<file path="src/sv/rle_pkg.sv">
// ----------------------------------------------------------------------------
// rle_pkg
// shared constants, record kinds and the record struct of the run-length
// encoder
// ----------------------------------------------------------------------------
`default_nettype none

package rle_pkg;

    localparam int LIT_DEPTH    = 32;
    localparam int ADDR_W       = $clog2(LIT_DEPTH);
    localparam int FILL_W       = $clog2(LIT_DEPTH + 1);
    localparam int REPEAT_LIMIT = 3;
    localparam int RUN_START    = REPEAT_LIMIT + 1;
    localparam int RUN_W        = 15;
    localparam logic [RUN_W-1:0] RUN_MAX = 15'h7FFF;

    typedef enum logic [1:0] {
        KIND_LIT_HDR  = 2'd0,
        KIND_LIT_BYTE = 2'd1,
        KIND_RUN      = 2'd2,
        KIND_END      = 2'd3
    } t_kind;

    typedef struct packed {
        t_kind       kind;
        logic [31:0] value;
        logic [7:0]  rbyte;
        logic        last;
    } t_rec;

endpackage

`default_nettype wire

</file>
<file path="src/sv/rle_buf_ram.sv">
// ----------------------------------------------------------------------------
// rle_buf_ram
// simple dual-port synchronous ram, one write and one registered read port
// ----------------------------------------------------------------------------
`default_nettype none

module rle_buf_ram #(
    parameter int DEPTH = 32,
    parameter int WIDTH = 8
) (
    input  wire logic                     i_clk,
    input  wire logic                     i_we,
    input  wire logic [$clog2(DEPTH)-1:0] i_waddr,
    input  wire logic [WIDTH-1:0]         i_wdata,
    input  wire logic                     i_re,
    input  wire logic [$clog2(DEPTH)-1:0] i_raddr,
    output logic      [WIDTH-1:0]         o_rdata
);

    logic [WIDTH-1:0] r_mem [DEPTH];

    always_ff @(posedge i_clk) begin
        if (i_we) begin
            r_mem[i_waddr] <= i_wdata;
        end
        if (i_re) begin
            o_rdata <= r_mem[i_raddr];
        end
    end

endmodule

`default_nettype wire

</file>
<file path="src/sv/rle_out_reg.sv">
// ----------------------------------------------------------------------------
// rle_out_reg
// output register of the encoder, holds one record word for the master side
// ----------------------------------------------------------------------------
`default_nettype none

module rle_out_reg import rle_pkg::*; (
    input  wire logic        i_clk,
    input  wire logic        i_rst_n,
    input  wire logic        i_load,
    input  wire t_rec        i_rec,
    output logic             o_can_load,
    input  wire logic        i_m_axis_tready,
    output logic             o_m_axis_tvalid,
    output logic [39:0]      o_m_axis_tdata,   // record_value, record_byte
    output logic [1:0]       o_m_axis_tuser,   // record_kind
    output logic             o_m_axis_tlast    // last_for_item
);

    logic r_valid;
    t_rec r_rec;

    assign o_can_load = !r_valid || i_m_axis_tready;

    always_ff @(posedge i_clk) begin
        if (!i_rst_n) begin
            r_valid <= 1'b0;
        end else if (i_load) begin
            r_valid <= 1'b1;
        end else if (i_m_axis_tready) begin
            r_valid <= 1'b0;
        end
        if (i_load) begin
            r_rec <= i_rec;
        end
    end

    assign o_m_axis_tvalid = r_valid;
    assign o_m_axis_tdata  = {r_rec.rbyte, r_rec.value};
    assign o_m_axis_tuser  = r_rec.kind;
    assign o_m_axis_tlast  = r_rec.last;

endmodule

`default_nettype wire

</file>
<file path="src/sv/rle_literal_run_encoder.sv">
// ----------------------------------------------------------------------------
// rle_literal_run_encoder
// run-length encoder turning a byte stream into literal, run and end records
//
//  channel  | dir | tdata                          | tuser       | tlast
//  s_axis   | in  | [7:0] data_byte                | -           | end_of_stream
//  m_axis   | out | [31:0] record_value, [39:32]   | record_kind | last_for_item
//           |     | record_byte                    |             |
//
//  an input word that causes no record keeps the encoder idle and ready
//  a word causing records holds off input until all load, one record per
//  cycle unless stalled; the ram read port streams literal bytes one per cycle
//  reset is synchronous; the buffer ram needs no clearing pass
//  a stalled master side holds the sequencer and the output register
// ----------------------------------------------------------------------------
`default_nettype none

module rle_literal_run_encoder import rle_pkg::*; (
    input  wire logic        i_clk,
    input  wire logic        i_rst_n,
    input  wire logic        i_s_axis_tvalid,
    output logic             o_s_axis_tready,
    input  wire logic [7:0]  i_s_axis_tdata,   // data_byte
    input  wire logic        i_s_axis_tlast,   // end_of_stream
    output logic             o_m_axis_tvalid,
    input  wire logic        i_m_axis_tready,
    output logic [39:0]      o_m_axis_tdata,   // record_value, record_byte
    output logic [1:0]       o_m_axis_tuser,   // record_kind
    output logic             o_m_axis_tlast    // last_for_item
);

    typedef enum logic [1:0] {
        MODE_INIT = 2'd0,
        MODE_LIT  = 2'd1,
        MODE_RUN  = 2'd2
    } t_mode;

    typedef enum logic [2:0] {
        ST_IDLE,
        ST_PRE_RUN,
        ST_LIT_HDR,
        ST_LIT_BYTE,
        ST_POST_RUN,
        ST_END
    } t_state;

    function automatic t_state pick(input logic lit, input logic post, input logic fin);
        t_state s;
        if (lit) begin
            s = ST_LIT_HDR;
        end else if (post) begin
            s = ST_POST_RUN;
        end else if (fin) begin
            s = ST_END;
        end else begin
            s = ST_IDLE;
        end
        return s;
    endfunction

    t_state             r_state, n_state;
    t_mode              r_mode, n_mode;
    logic [FILL_W-1:0]  r_fill, n_fill;
    logic [7:0]         r_prev, n_prev;
    logic               r_prev_valid, n_prev_valid;
    logic [1:0]         r_repeat, n_repeat;
    logic [7:0]         r_run_byte, n_run_byte;
    logic [RUN_W-1:0]   r_run_len, n_run_len;
    logic [31:0]        r_total, n_total;

    logic [RUN_W-1:0]   r_pre_len, n_pre_len;
    logic [7:0]         r_pre_byte, n_pre_byte;
    logic [FILL_W-1:0]  r_lit_cnt, n_lit_cnt;
    logic [RUN_W-1:0]   r_post_len, n_post_len;
    logic [7:0]         r_post_byte, n_post_byte;
    logic [31:0]        r_end_total, n_end_total;
    logic               r_pend_lit, n_pend_lit;
    logic               r_pend_post, n_pend_post;
    logic               r_pend_end, n_pend_end;
    logic [ADDR_W-1:0]  r_idx, n_idx;

    logic               acc;
    logic               can_load;
    logic               load;
    t_rec               rec;
    logic               ram_we;
    logic [ADDR_W-1:0]  ram_waddr;
    logic               ram_re;
    logic [ADDR_W-1:0]  ram_raddr;
    logic [7:0]         ram_q;

    assign o_s_axis_tready = (r_state == ST_IDLE);
    assign acc = i_s_axis_tvalid && o_s_axis_tready;

    always_comb begin
        logic [FILL_W:0]   fill1;
        logic [2:0]        rep1;
        logic              eq;
        logic              pre;
        logic [FILL_W-1:0] idx_nx;
        t_state            nxt;

        n_state      = r_state;
        n_mode       = r_mode;
        n_fill       = r_fill;
        n_prev       = r_prev;
        n_prev_valid = r_prev_valid;
        n_repeat     = r_repeat;
        n_run_byte   = r_run_byte;
        n_run_len    = r_run_len;
        n_total      = r_total;
        n_pre_len    = r_pre_len;
        n_pre_byte   = r_pre_byte;
        n_lit_cnt    = r_lit_cnt;
        n_post_len   = r_post_len;
        n_post_byte  = r_post_byte;
        n_end_total  = r_end_total;
        n_pend_lit   = r_pend_lit;
        n_pend_post  = r_pend_post;
        n_pend_end   = r_pend_end;
        n_idx        = r_idx;
        ram_we       = 1'b0;
        ram_waddr    = r_fill[ADDR_W-1:0];
        ram_re       = 1'b0;
        ram_raddr    = '0;
        load         = 1'b0;
        rec          = '0;
        fill1        = {1'b0, r_fill} + 1'b1;
        rep1         = 3'd1;
        eq           = r_prev_valid && (r_prev == i_s_axis_tdata);
        pre          = 1'b0;
        idx_nx       = FILL_W'(r_idx) + 1'b1;
        nxt          = ST_IDLE;

        case (r_state)
            ST_IDLE: begin
                if (acc) begin
                    n_pend_lit  = 1'b0;
                    n_pend_post = 1'b0;
                    n_pend_end  = 1'b0;
                    n_total     = r_total + 32'd1;
                    case (r_mode)
                        MODE_LIT: begin
                            ram_we = (r_fill < FILL_W'(LIT_DEPTH));
                            rep1 = eq ? ({1'b0, r_repeat} + 3'd1) : 3'd1;
                            n_prev = i_s_axis_tdata;
                            n_prev_valid = 1'b1;
                            if (eq && (rep1 > 3'(REPEAT_LIMIT))) begin
                                if (fill1 > (FILL_W+1)'(RUN_START)) begin
                                    n_lit_cnt  = FILL_W'(fill1 - (FILL_W+1)'(RUN_START));
                                    n_pend_lit = 1'b1;
                                end
                                n_mode     = MODE_RUN;
                                n_run_byte = i_s_axis_tdata;
                                n_run_len  = RUN_W'(RUN_START);
                                n_fill     = '0;
                                n_repeat   = '0;
                            end else begin
                                n_repeat = rep1[1:0];
                                n_fill   = fill1[FILL_W-1:0];
                                if (fill1 >= (FILL_W+1)'(LIT_DEPTH)) begin
                                    n_lit_cnt    = fill1[FILL_W-1:0];
                                    n_pend_lit   = 1'b1;
                                    n_fill       = '0;
                                    n_prev_valid = 1'b0;
                                    n_repeat     = '0;
                                end
                            end
                        end
                        MODE_RUN: begin
                            if (i_s_axis_tdata == r_run_byte) begin
                                if (r_run_len >= RUN_MAX) begin
                                    pre        = 1'b1;
                                    n_pre_len  = RUN_MAX;
                                    n_pre_byte = r_run_byte;
                                    n_run_len  = RUN_W'(1);
                                end else begin
                                    n_run_len = r_run_len + 1'b1;
                                end
                            end else begin
                                pre          = 1'b1;
                                n_pre_len    = r_run_len;
                                n_pre_byte   = r_run_byte;
                                ram_we       = 1'b1;
                                ram_waddr    = '0;
                                n_mode       = MODE_LIT;
                                n_fill       = FILL_W'(1);
                                n_prev       = i_s_axis_tdata;
                                n_prev_valid = 1'b1;
                                n_repeat     = 2'd1;
                            end
                        end
                        default: begin
                            ram_we       = 1'b1;
                            ram_waddr    = '0;
                            n_mode       = MODE_LIT;
                            n_fill       = FILL_W'(1);
                            n_prev       = i_s_axis_tdata;
                            n_prev_valid = 1'b1;
                            n_repeat     = 2'd1;
                        end
                    endcase
                    if (i_s_axis_tlast) begin
                        if (n_mode == MODE_LIT && n_fill != '0) begin
                            n_lit_cnt  = n_fill;
                            n_pend_lit = 1'b1;
                        end else if (n_mode == MODE_RUN) begin
                            n_pend_post = 1'b1;
                            n_post_len  = n_run_len;
                            n_post_byte = n_run_byte;
                        end
                        n_pend_end   = 1'b1;
                        n_end_total  = n_total;
                        n_mode       = MODE_INIT;
                        n_fill       = '0;
                        n_prev       = '0;
                        n_prev_valid = 1'b0;
                        n_repeat     = '0;
                        n_run_byte   = '0;
                        n_run_len    = '0;
                        n_total      = '0;
                    end
                    n_state = pre ? ST_PRE_RUN : pick(n_pend_lit, n_pend_post, n_pend_end);
                end
            end
            ST_PRE_RUN: begin
                if (can_load) begin
                    nxt        = pick(r_pend_lit, r_pend_post, r_pend_end);
                    load       = 1'b1;
                    rec.kind   = KIND_RUN;
                    rec.value  = 32'(r_pre_len);
                    rec.rbyte  = r_pre_byte;
                    rec.last   = (nxt == ST_IDLE);
                    n_state    = nxt;
                end
            end
            ST_LIT_HDR: begin
                if (can_load) begin
                    load      = 1'b1;
                    rec.kind  = KIND_LIT_HDR;
                    rec.value = 32'(r_lit_cnt);
                    ram_re    = 1'b1;
                    ram_raddr = '0;
                    n_idx     = '0;
                    n_state   = ST_LIT_BYTE;
                end
            end
            ST_LIT_BYTE: begin
                if (can_load) begin
                    load      = 1'b1;
                    rec.kind  = KIND_LIT_BYTE;
                    rec.rbyte = ram_q;
                    if (idx_nx < r_lit_cnt) begin
                        ram_re    = 1'b1;
                        ram_raddr = idx_nx[ADDR_W-1:0];
                        n_idx     = idx_nx[ADDR_W-1:0];
                    end else begin
                        nxt        = pick(1'b0, r_pend_post, r_pend_end);
                        rec.last   = (nxt == ST_IDLE);
                        n_pend_lit = 1'b0;
                        n_state    = nxt;
                    end
                end
            end
            ST_POST_RUN: begin
                if (can_load) begin
                    nxt         = pick(1'b0, 1'b0, r_pend_end);
                    load        = 1'b1;
                    rec.kind    = KIND_RUN;
                    rec.value   = 32'(r_post_len);
                    rec.rbyte   = r_post_byte;
                    rec.last    = (nxt == ST_IDLE);
                    n_pend_post = 1'b0;
                    n_state     = nxt;
                end
            end
            ST_END: begin
                if (can_load) begin
                    load       = 1'b1;
                    rec.kind   = KIND_END;
                    rec.value  = r_end_total;
                    rec.last   = 1'b1;
                    n_pend_end = 1'b0;
                    n_state    = ST_IDLE;
                end
            end
            default: begin
                n_state = ST_IDLE;
            end
        endcase
    end

    always_ff @(posedge i_clk) begin
        if (!i_rst_n) begin
            r_state      <= ST_IDLE;
            r_mode       <= MODE_INIT;
            r_fill       <= '0;
            r_prev       <= '0;
            r_prev_valid <= 1'b0;
            r_repeat     <= '0;
            r_run_byte   <= '0;
            r_run_len    <= '0;
            r_total      <= '0;
            r_pend_lit   <= 1'b0;
            r_pend_post  <= 1'b0;
            r_pend_end   <= 1'b0;
        end else begin
            r_state      <= n_state;
            r_mode       <= n_mode;
            r_fill       <= n_fill;
            r_prev       <= n_prev;
            r_prev_valid <= n_prev_valid;
            r_repeat     <= n_repeat;
            r_run_byte   <= n_run_byte;
            r_run_len    <= n_run_len;
            r_total      <= n_total;
            r_pend_lit   <= n_pend_lit;
            r_pend_post  <= n_pend_post;
            r_pend_end   <= n_pend_end;
        end
        r_pre_len   <= n_pre_len;
        r_pre_byte  <= n_pre_byte;
        r_lit_cnt   <= n_lit_cnt;
        r_post_len  <= n_post_len;
        r_post_byte <= n_post_byte;
        r_end_total <= n_end_total;
        r_idx       <= n_idx;
    end

    rle_buf_ram #(
        .DEPTH (LIT_DEPTH),
        .WIDTH (8)
    ) u_buf (
        .i_clk   (i_clk),
        .i_we    (ram_we),
        .i_waddr (ram_waddr),
        .i_wdata (i_s_axis_tdata),
        .i_re    (ram_re),
        .i_raddr (ram_raddr),
        .o_rdata (ram_q)
    );

    rle_out_reg u_out (
        .i_clk           (i_clk),
        .i_rst_n         (i_rst_n),
        .i_load          (load),
        .i_rec           (rec),
        .o_can_load      (can_load),
        .i_m_axis_tready (i_m_axis_tready),
        .o_m_axis_tvalid (o_m_axis_tvalid),
        .o_m_axis_tdata  (o_m_axis_tdata),
        .o_m_axis_tuser  (o_m_axis_tuser),
        .o_m_axis_tlast  (o_m_axis_tlast)
    );

    a_run_len_nonzero: assert property (@(posedge i_clk) disable iff (!i_rst_n)
        (r_mode == MODE_RUN) |-> (r_run_len != '0))
        else $error("run mode with zero run length");

    a_fill_in_range: assert property (@(posedge i_clk) disable iff (!i_rst_n)
        r_fill < FILL_W'(LIT_DEPTH))
        else $error("literal fill level reached buffer depth");

    a_read_in_range: assert property (@(posedge i_clk) disable iff (!i_rst_n)
        (r_state == ST_LIT_BYTE) |-> (FILL_W'(r_idx) < r_lit_cnt))
        else $error("literal read beyond flush count");

    a_load_when_free: assert property (@(posedge i_clk) disable iff (!i_rst_n)
        load |-> can_load)
        else $error("output register overwritten");

    a_eos_clears: assert property (@(posedge i_clk) disable iff (!i_rst_n)
        (acc && i_s_axis_tlast) |=> (r_mode == MODE_INIT && r_total == '0 && r_pend_end))
        else $error("end of stream did not clear state");

endmodule

`default_nettype wire

</file>
<file path="config.mk">
export PLATFORM = sky130hd
export DESIGN_NAME = rle_literal_run_encoder
export DESIGN_NICKNAME = d
export VERILOG_FILES = /design/src/sv/rle_pkg.sv /design/src/sv/rle_buf_ram.sv /design/src/sv/rle_out_reg.sv /design/src/sv/rle_literal_run_encoder.sv
export SDC_FILE = /design/constraint.sdc
export NUM_CORES = 1
export LEC_CHECK = 0
export ABC_AREA = 0
export BUFFER_PORTS_ARGS = -buffer_cell sky130_fd_sc_hd__buf_2
export CAP_MARGIN = 20
export CORE_MARGIN = 10
export CORE_UTILIZATION = 30
export CTS_CLUSTER_SIZE = 24
export DETAILED_ROUTE_END_ITERATION = 6
export HOLD_SLACK_MARGIN = 0.02
export PLACE_DENSITY = 0.46
export SLEW_MARGIN = 20
export SYNTH_ARGS = -nofsm -noshare
export SYNTH_HDL_FRONTEND = slang
export SYNTH_SLANG_ARGS = --single-unit
</file>
<file path="constraint.sdc">
create_clock -name i_clk -period 12.1 [get_ports i_clk]
set_input_delay 1.21 -clock i_clk [delete_from_list [all_inputs] [get_ports i_clk]]
set_output_delay 1.21 -clock i_clk [all_outputs]
set_load 0.03 [all_outputs]
</file>
==> impl_metrics.ini <==
[synthesis]
ys_ff_latch = 477
synth-edff-count = 396
synth_cell_types = 89
yosys_warnings = 0
synth_top_area_cell = edfxtp_1
ys_async_sr_fraction = 0
synth.net_count = 1621
yosysTopAreaCellShare = 0.569
syn_inst = 1594
ys_top_cells_by_area = edfxtp_1 57%, dfxtp_1 7.8%, mux4_2 3.4%, nand2_1 2.5%, nor2_1 1.7%
ys_seq_area_frac = 0.647
postSynthAreaPerCell_sq_um = 13.1
synth.cell_area_sq_mm = 0.0209
ys.flop_type = edfxtp_1

[critical_path]
rrSetupSlack_ns = 7.24
cp_data_required_time_ns = 12.43
worstPathMaxFanout = 40
arrival_ns = 5.19
crit_type = reg2reg
worstSetupStartpoint = r_idx[0]$_SDFFCE_PN0P_
endpoint = u_buf.o_rdata[7]$_DFFE_PP_
reg2reg_to = u_buf.o_rdata[7]$_DFFE_PP_
r2r_cells = 13
rr_startpoint = r_idx[0]$_SDFFCE_PN0P_
startpoint_type = flip-flop
setup.worst_path.end_class = flip-flop

[detailed_routing]
drc_errors = 0
ant_nets = 0
drt-initial-drc-count = 1131
wl_um = 57200
drtPass1Iterations = 5
via_count = 13400
wire_per_inst_um = 21.9
via_per_inst = 5.15

[placement]
numPlacedInstances = 2513
place_congestion = 0.813
preCtsSetupSlack_ns = 6.91
place_hpwl_um = 37100
portBuffers = 57

[cells_and_area]
multi_input_area_sq_mm = 0.00684
final_cell_mix = 396 x edfxtp_1, 136 x nand2_1, 93 x nor2_1, 81 x dfxtp_1, 58 x buf_2
final_cells = 2607
final_common_cell = edfxtp_1
seq_area_sq_mm = 0.0135
diodes = 0
layout.nets = 1662
fillerInstances = 6630
layout-drive-gt1-share = 0.156
syn_to_final_growth_pct = 14.3

[global_route]
grt_pass1_wl_um = 86700
grt_pass1_vias = 13300
grt-ovfl-total = 0
grt_usage = 0.138
grt_max_degree = 65
antenna_found_initial = 3

[sta]
setup_tns_ns = 0
rsz0062_at_grt = no
timing.slew.headroom = 0.313
post-route-min-period_ns = 4.86
fmax_mhz = 206
drv_slew = 0
setup_slack_ns = 7.24
skew_ns = 0.0326
worst_pin_slew_ns = 1.03
setup_viol = 0
hold_viol = 0
finalCritPeriodShare = 0.401

[floorplanning]
io_pins = 58
coreArea_sq_mm = 0.0688
die_area_sq_mm = 0.0806
initial_utilization = 0.304
row_count = 96
die_w_um = 284
chipHeight_um = 284

[clock_network]
post_cts_resized = 0
hold_buffers = 0
path_clk_slew_ns = 0.06
post-cts-setup-buffers = 0
cts_tree = done
clk_latency_ns = 0.61
cts-buffers-inserted = 50
clkSinkCount = 477
clock_path_buffers = 3
htree_num_levels = 2
root_buffer = clkbuf_16

[outcome]
status = completed

[pwr]
ir_drop_uv = 110
powerDensity_mw_per_mm2 = 183
p_total_w = 0.00438
p_leak_nw = 8.13

[job]
maxCapViolCount = 0

[min_path]
hp-class = reg2reg
## sequential cells by signal, summed over array words and instances (netlist names), 15 cells and up
name / cells
r_end_total: 32
r_post_len: 15
r_pre_len: 15
r_run_len: 15
r_total: 32
u_buf.r_mem: 256
u_out.o_m_axis_tdata: 40
## routing by layer
layer | global-route usage | vias up | wire length [um]
met4 | 0.0265 | 2 | 702
met5 | 0 | - | 12
met2 | 0.218 | 328 | 26400
met1 | 0.198 | 6824 | 27300
li1 | - | 6216 | -
met3 | 0.0223 | 53 | 2770
## worst min path at each step
stage,slack [ns],to,depth (start not counted),from
after detailed placement,0.45,r_prev_valid$_SDFFE_PN0P_,2,r_prev_valid$_SDFFE_PN0P_
after global routing,0.48,r_prev_valid$_SDFFE_PN0P_,2,r_prev_valid$_SDFFE_PN0P_
after global placement,0.44,r_repeat[1]$_SDFFE_PN0P_,2,r_repeat[1]$_SDFFE_PN0P_
after CTS,0.46,r_prev_valid$_SDFFE_PN0P_,2,r_prev_valid$_SDFFE_PN0P_
final,0.45,r_prev_valid$_SDFFE_PN0P_,2,r_prev_valid$_SDFFE_PN0P_
after floorplan,0.43,r_prev_valid$_SDFFE_PN0P_,2,r_prev_valid$_SDFFE_PN0P_
## logic make-up after synthesis
group | synth area share
flip-flops | 0.647
AO/OA/AOI/OAI | 0.125
multiplexers | 0.0469
adder cells (fa/ha/maj) | 0.00838
XOR/XNOR | 0.0210
buffers and inverters | 0.0293
AND/OR/NAND/NOR | 0.123
## where the power goes
| part | total, W | internal [W] | leakage, nW | switching [W] |
|---|---|---|---|---|
| sequential | 0.00199 | 0.00192 | 4.28 | 0.0000676 |
| clock | 0.00154 | 0.000869 | 0.805 | 0.000667 |
| combinational | 0.000851 | 0.000250 | 3.05 | 0.000601 |
## cell usage after synthesis (4+ instances only)
library cell / number
o221a_2: 16
and2_1: 29
nor2b_1: 38
a31oi_1: 13
mux2_2: 8
a21oi_1: 38
dfxtp_1: 81
a21o_1: 9
nand2_1: 137
a22oi_1: 39
nor3_1: 35
o211ai_1: 4
o31ai_1: 9
and3_1: 43
xor2_1: 21
a222oi_1: 23
nor4_1: 8
inv_1: 43
nand4_1: 16
a21boi_0: 6
o21a_1: 6
o22a_1: 17
nand3_1: 38
mux4_2: 32
o22ai_1: 36
a211oi_1: 5
xnor2_1: 29
or2_2: 4
clkbuf_1: 77
o21ai_0: 36
mux2i_1: 14
buf_1: 4
or3_1: 11
o21ai_1: 24
nand2b_1: 26
nor2_1: 95
buf_2: 19
a211o_1: 5
ha_1: 14
edfxtp_1: 396
o41ai_1: 5
a32o_1: 10
nor3_2: 4
## final cells by class
cell class                 instances  area share
clock buffer                      63      0.0570
clock inverter                    30      0.0118
inverter                          46     0.00723
multi-input combinational        967       0.286
sequential                       477       0.566
tap                              931      0.0488
timing repair buffer              93      0.0232
## stage by stage
stage	hold WS (ns)	area [sq um]	util
floorplan	0.427	20900	-
global placement	0.445	22200	0.323
detailed placement	0.447	22200	0.323
CTS	0.456	23900	0.347
global route	0.485	23900	0.347
finish	0.451	23900	0.347
## critical path: stages (launching register included)
cell and delay (ns):
edfxtp_1 0.32, buf_4 0.58, ha_1 0.40, xor2_4 0.15, buf_4 0.45, ha_1 0.34
a21o_1 0.18, a31oi_1 0.35, o211ai_1 0.16, buf_4 0.30, or3_2 0.76, o21ai_0 0.30
o22a_1 0.19, mux2i_1 0.06
No activity file was read; power rests on OpenSTA's default activity.
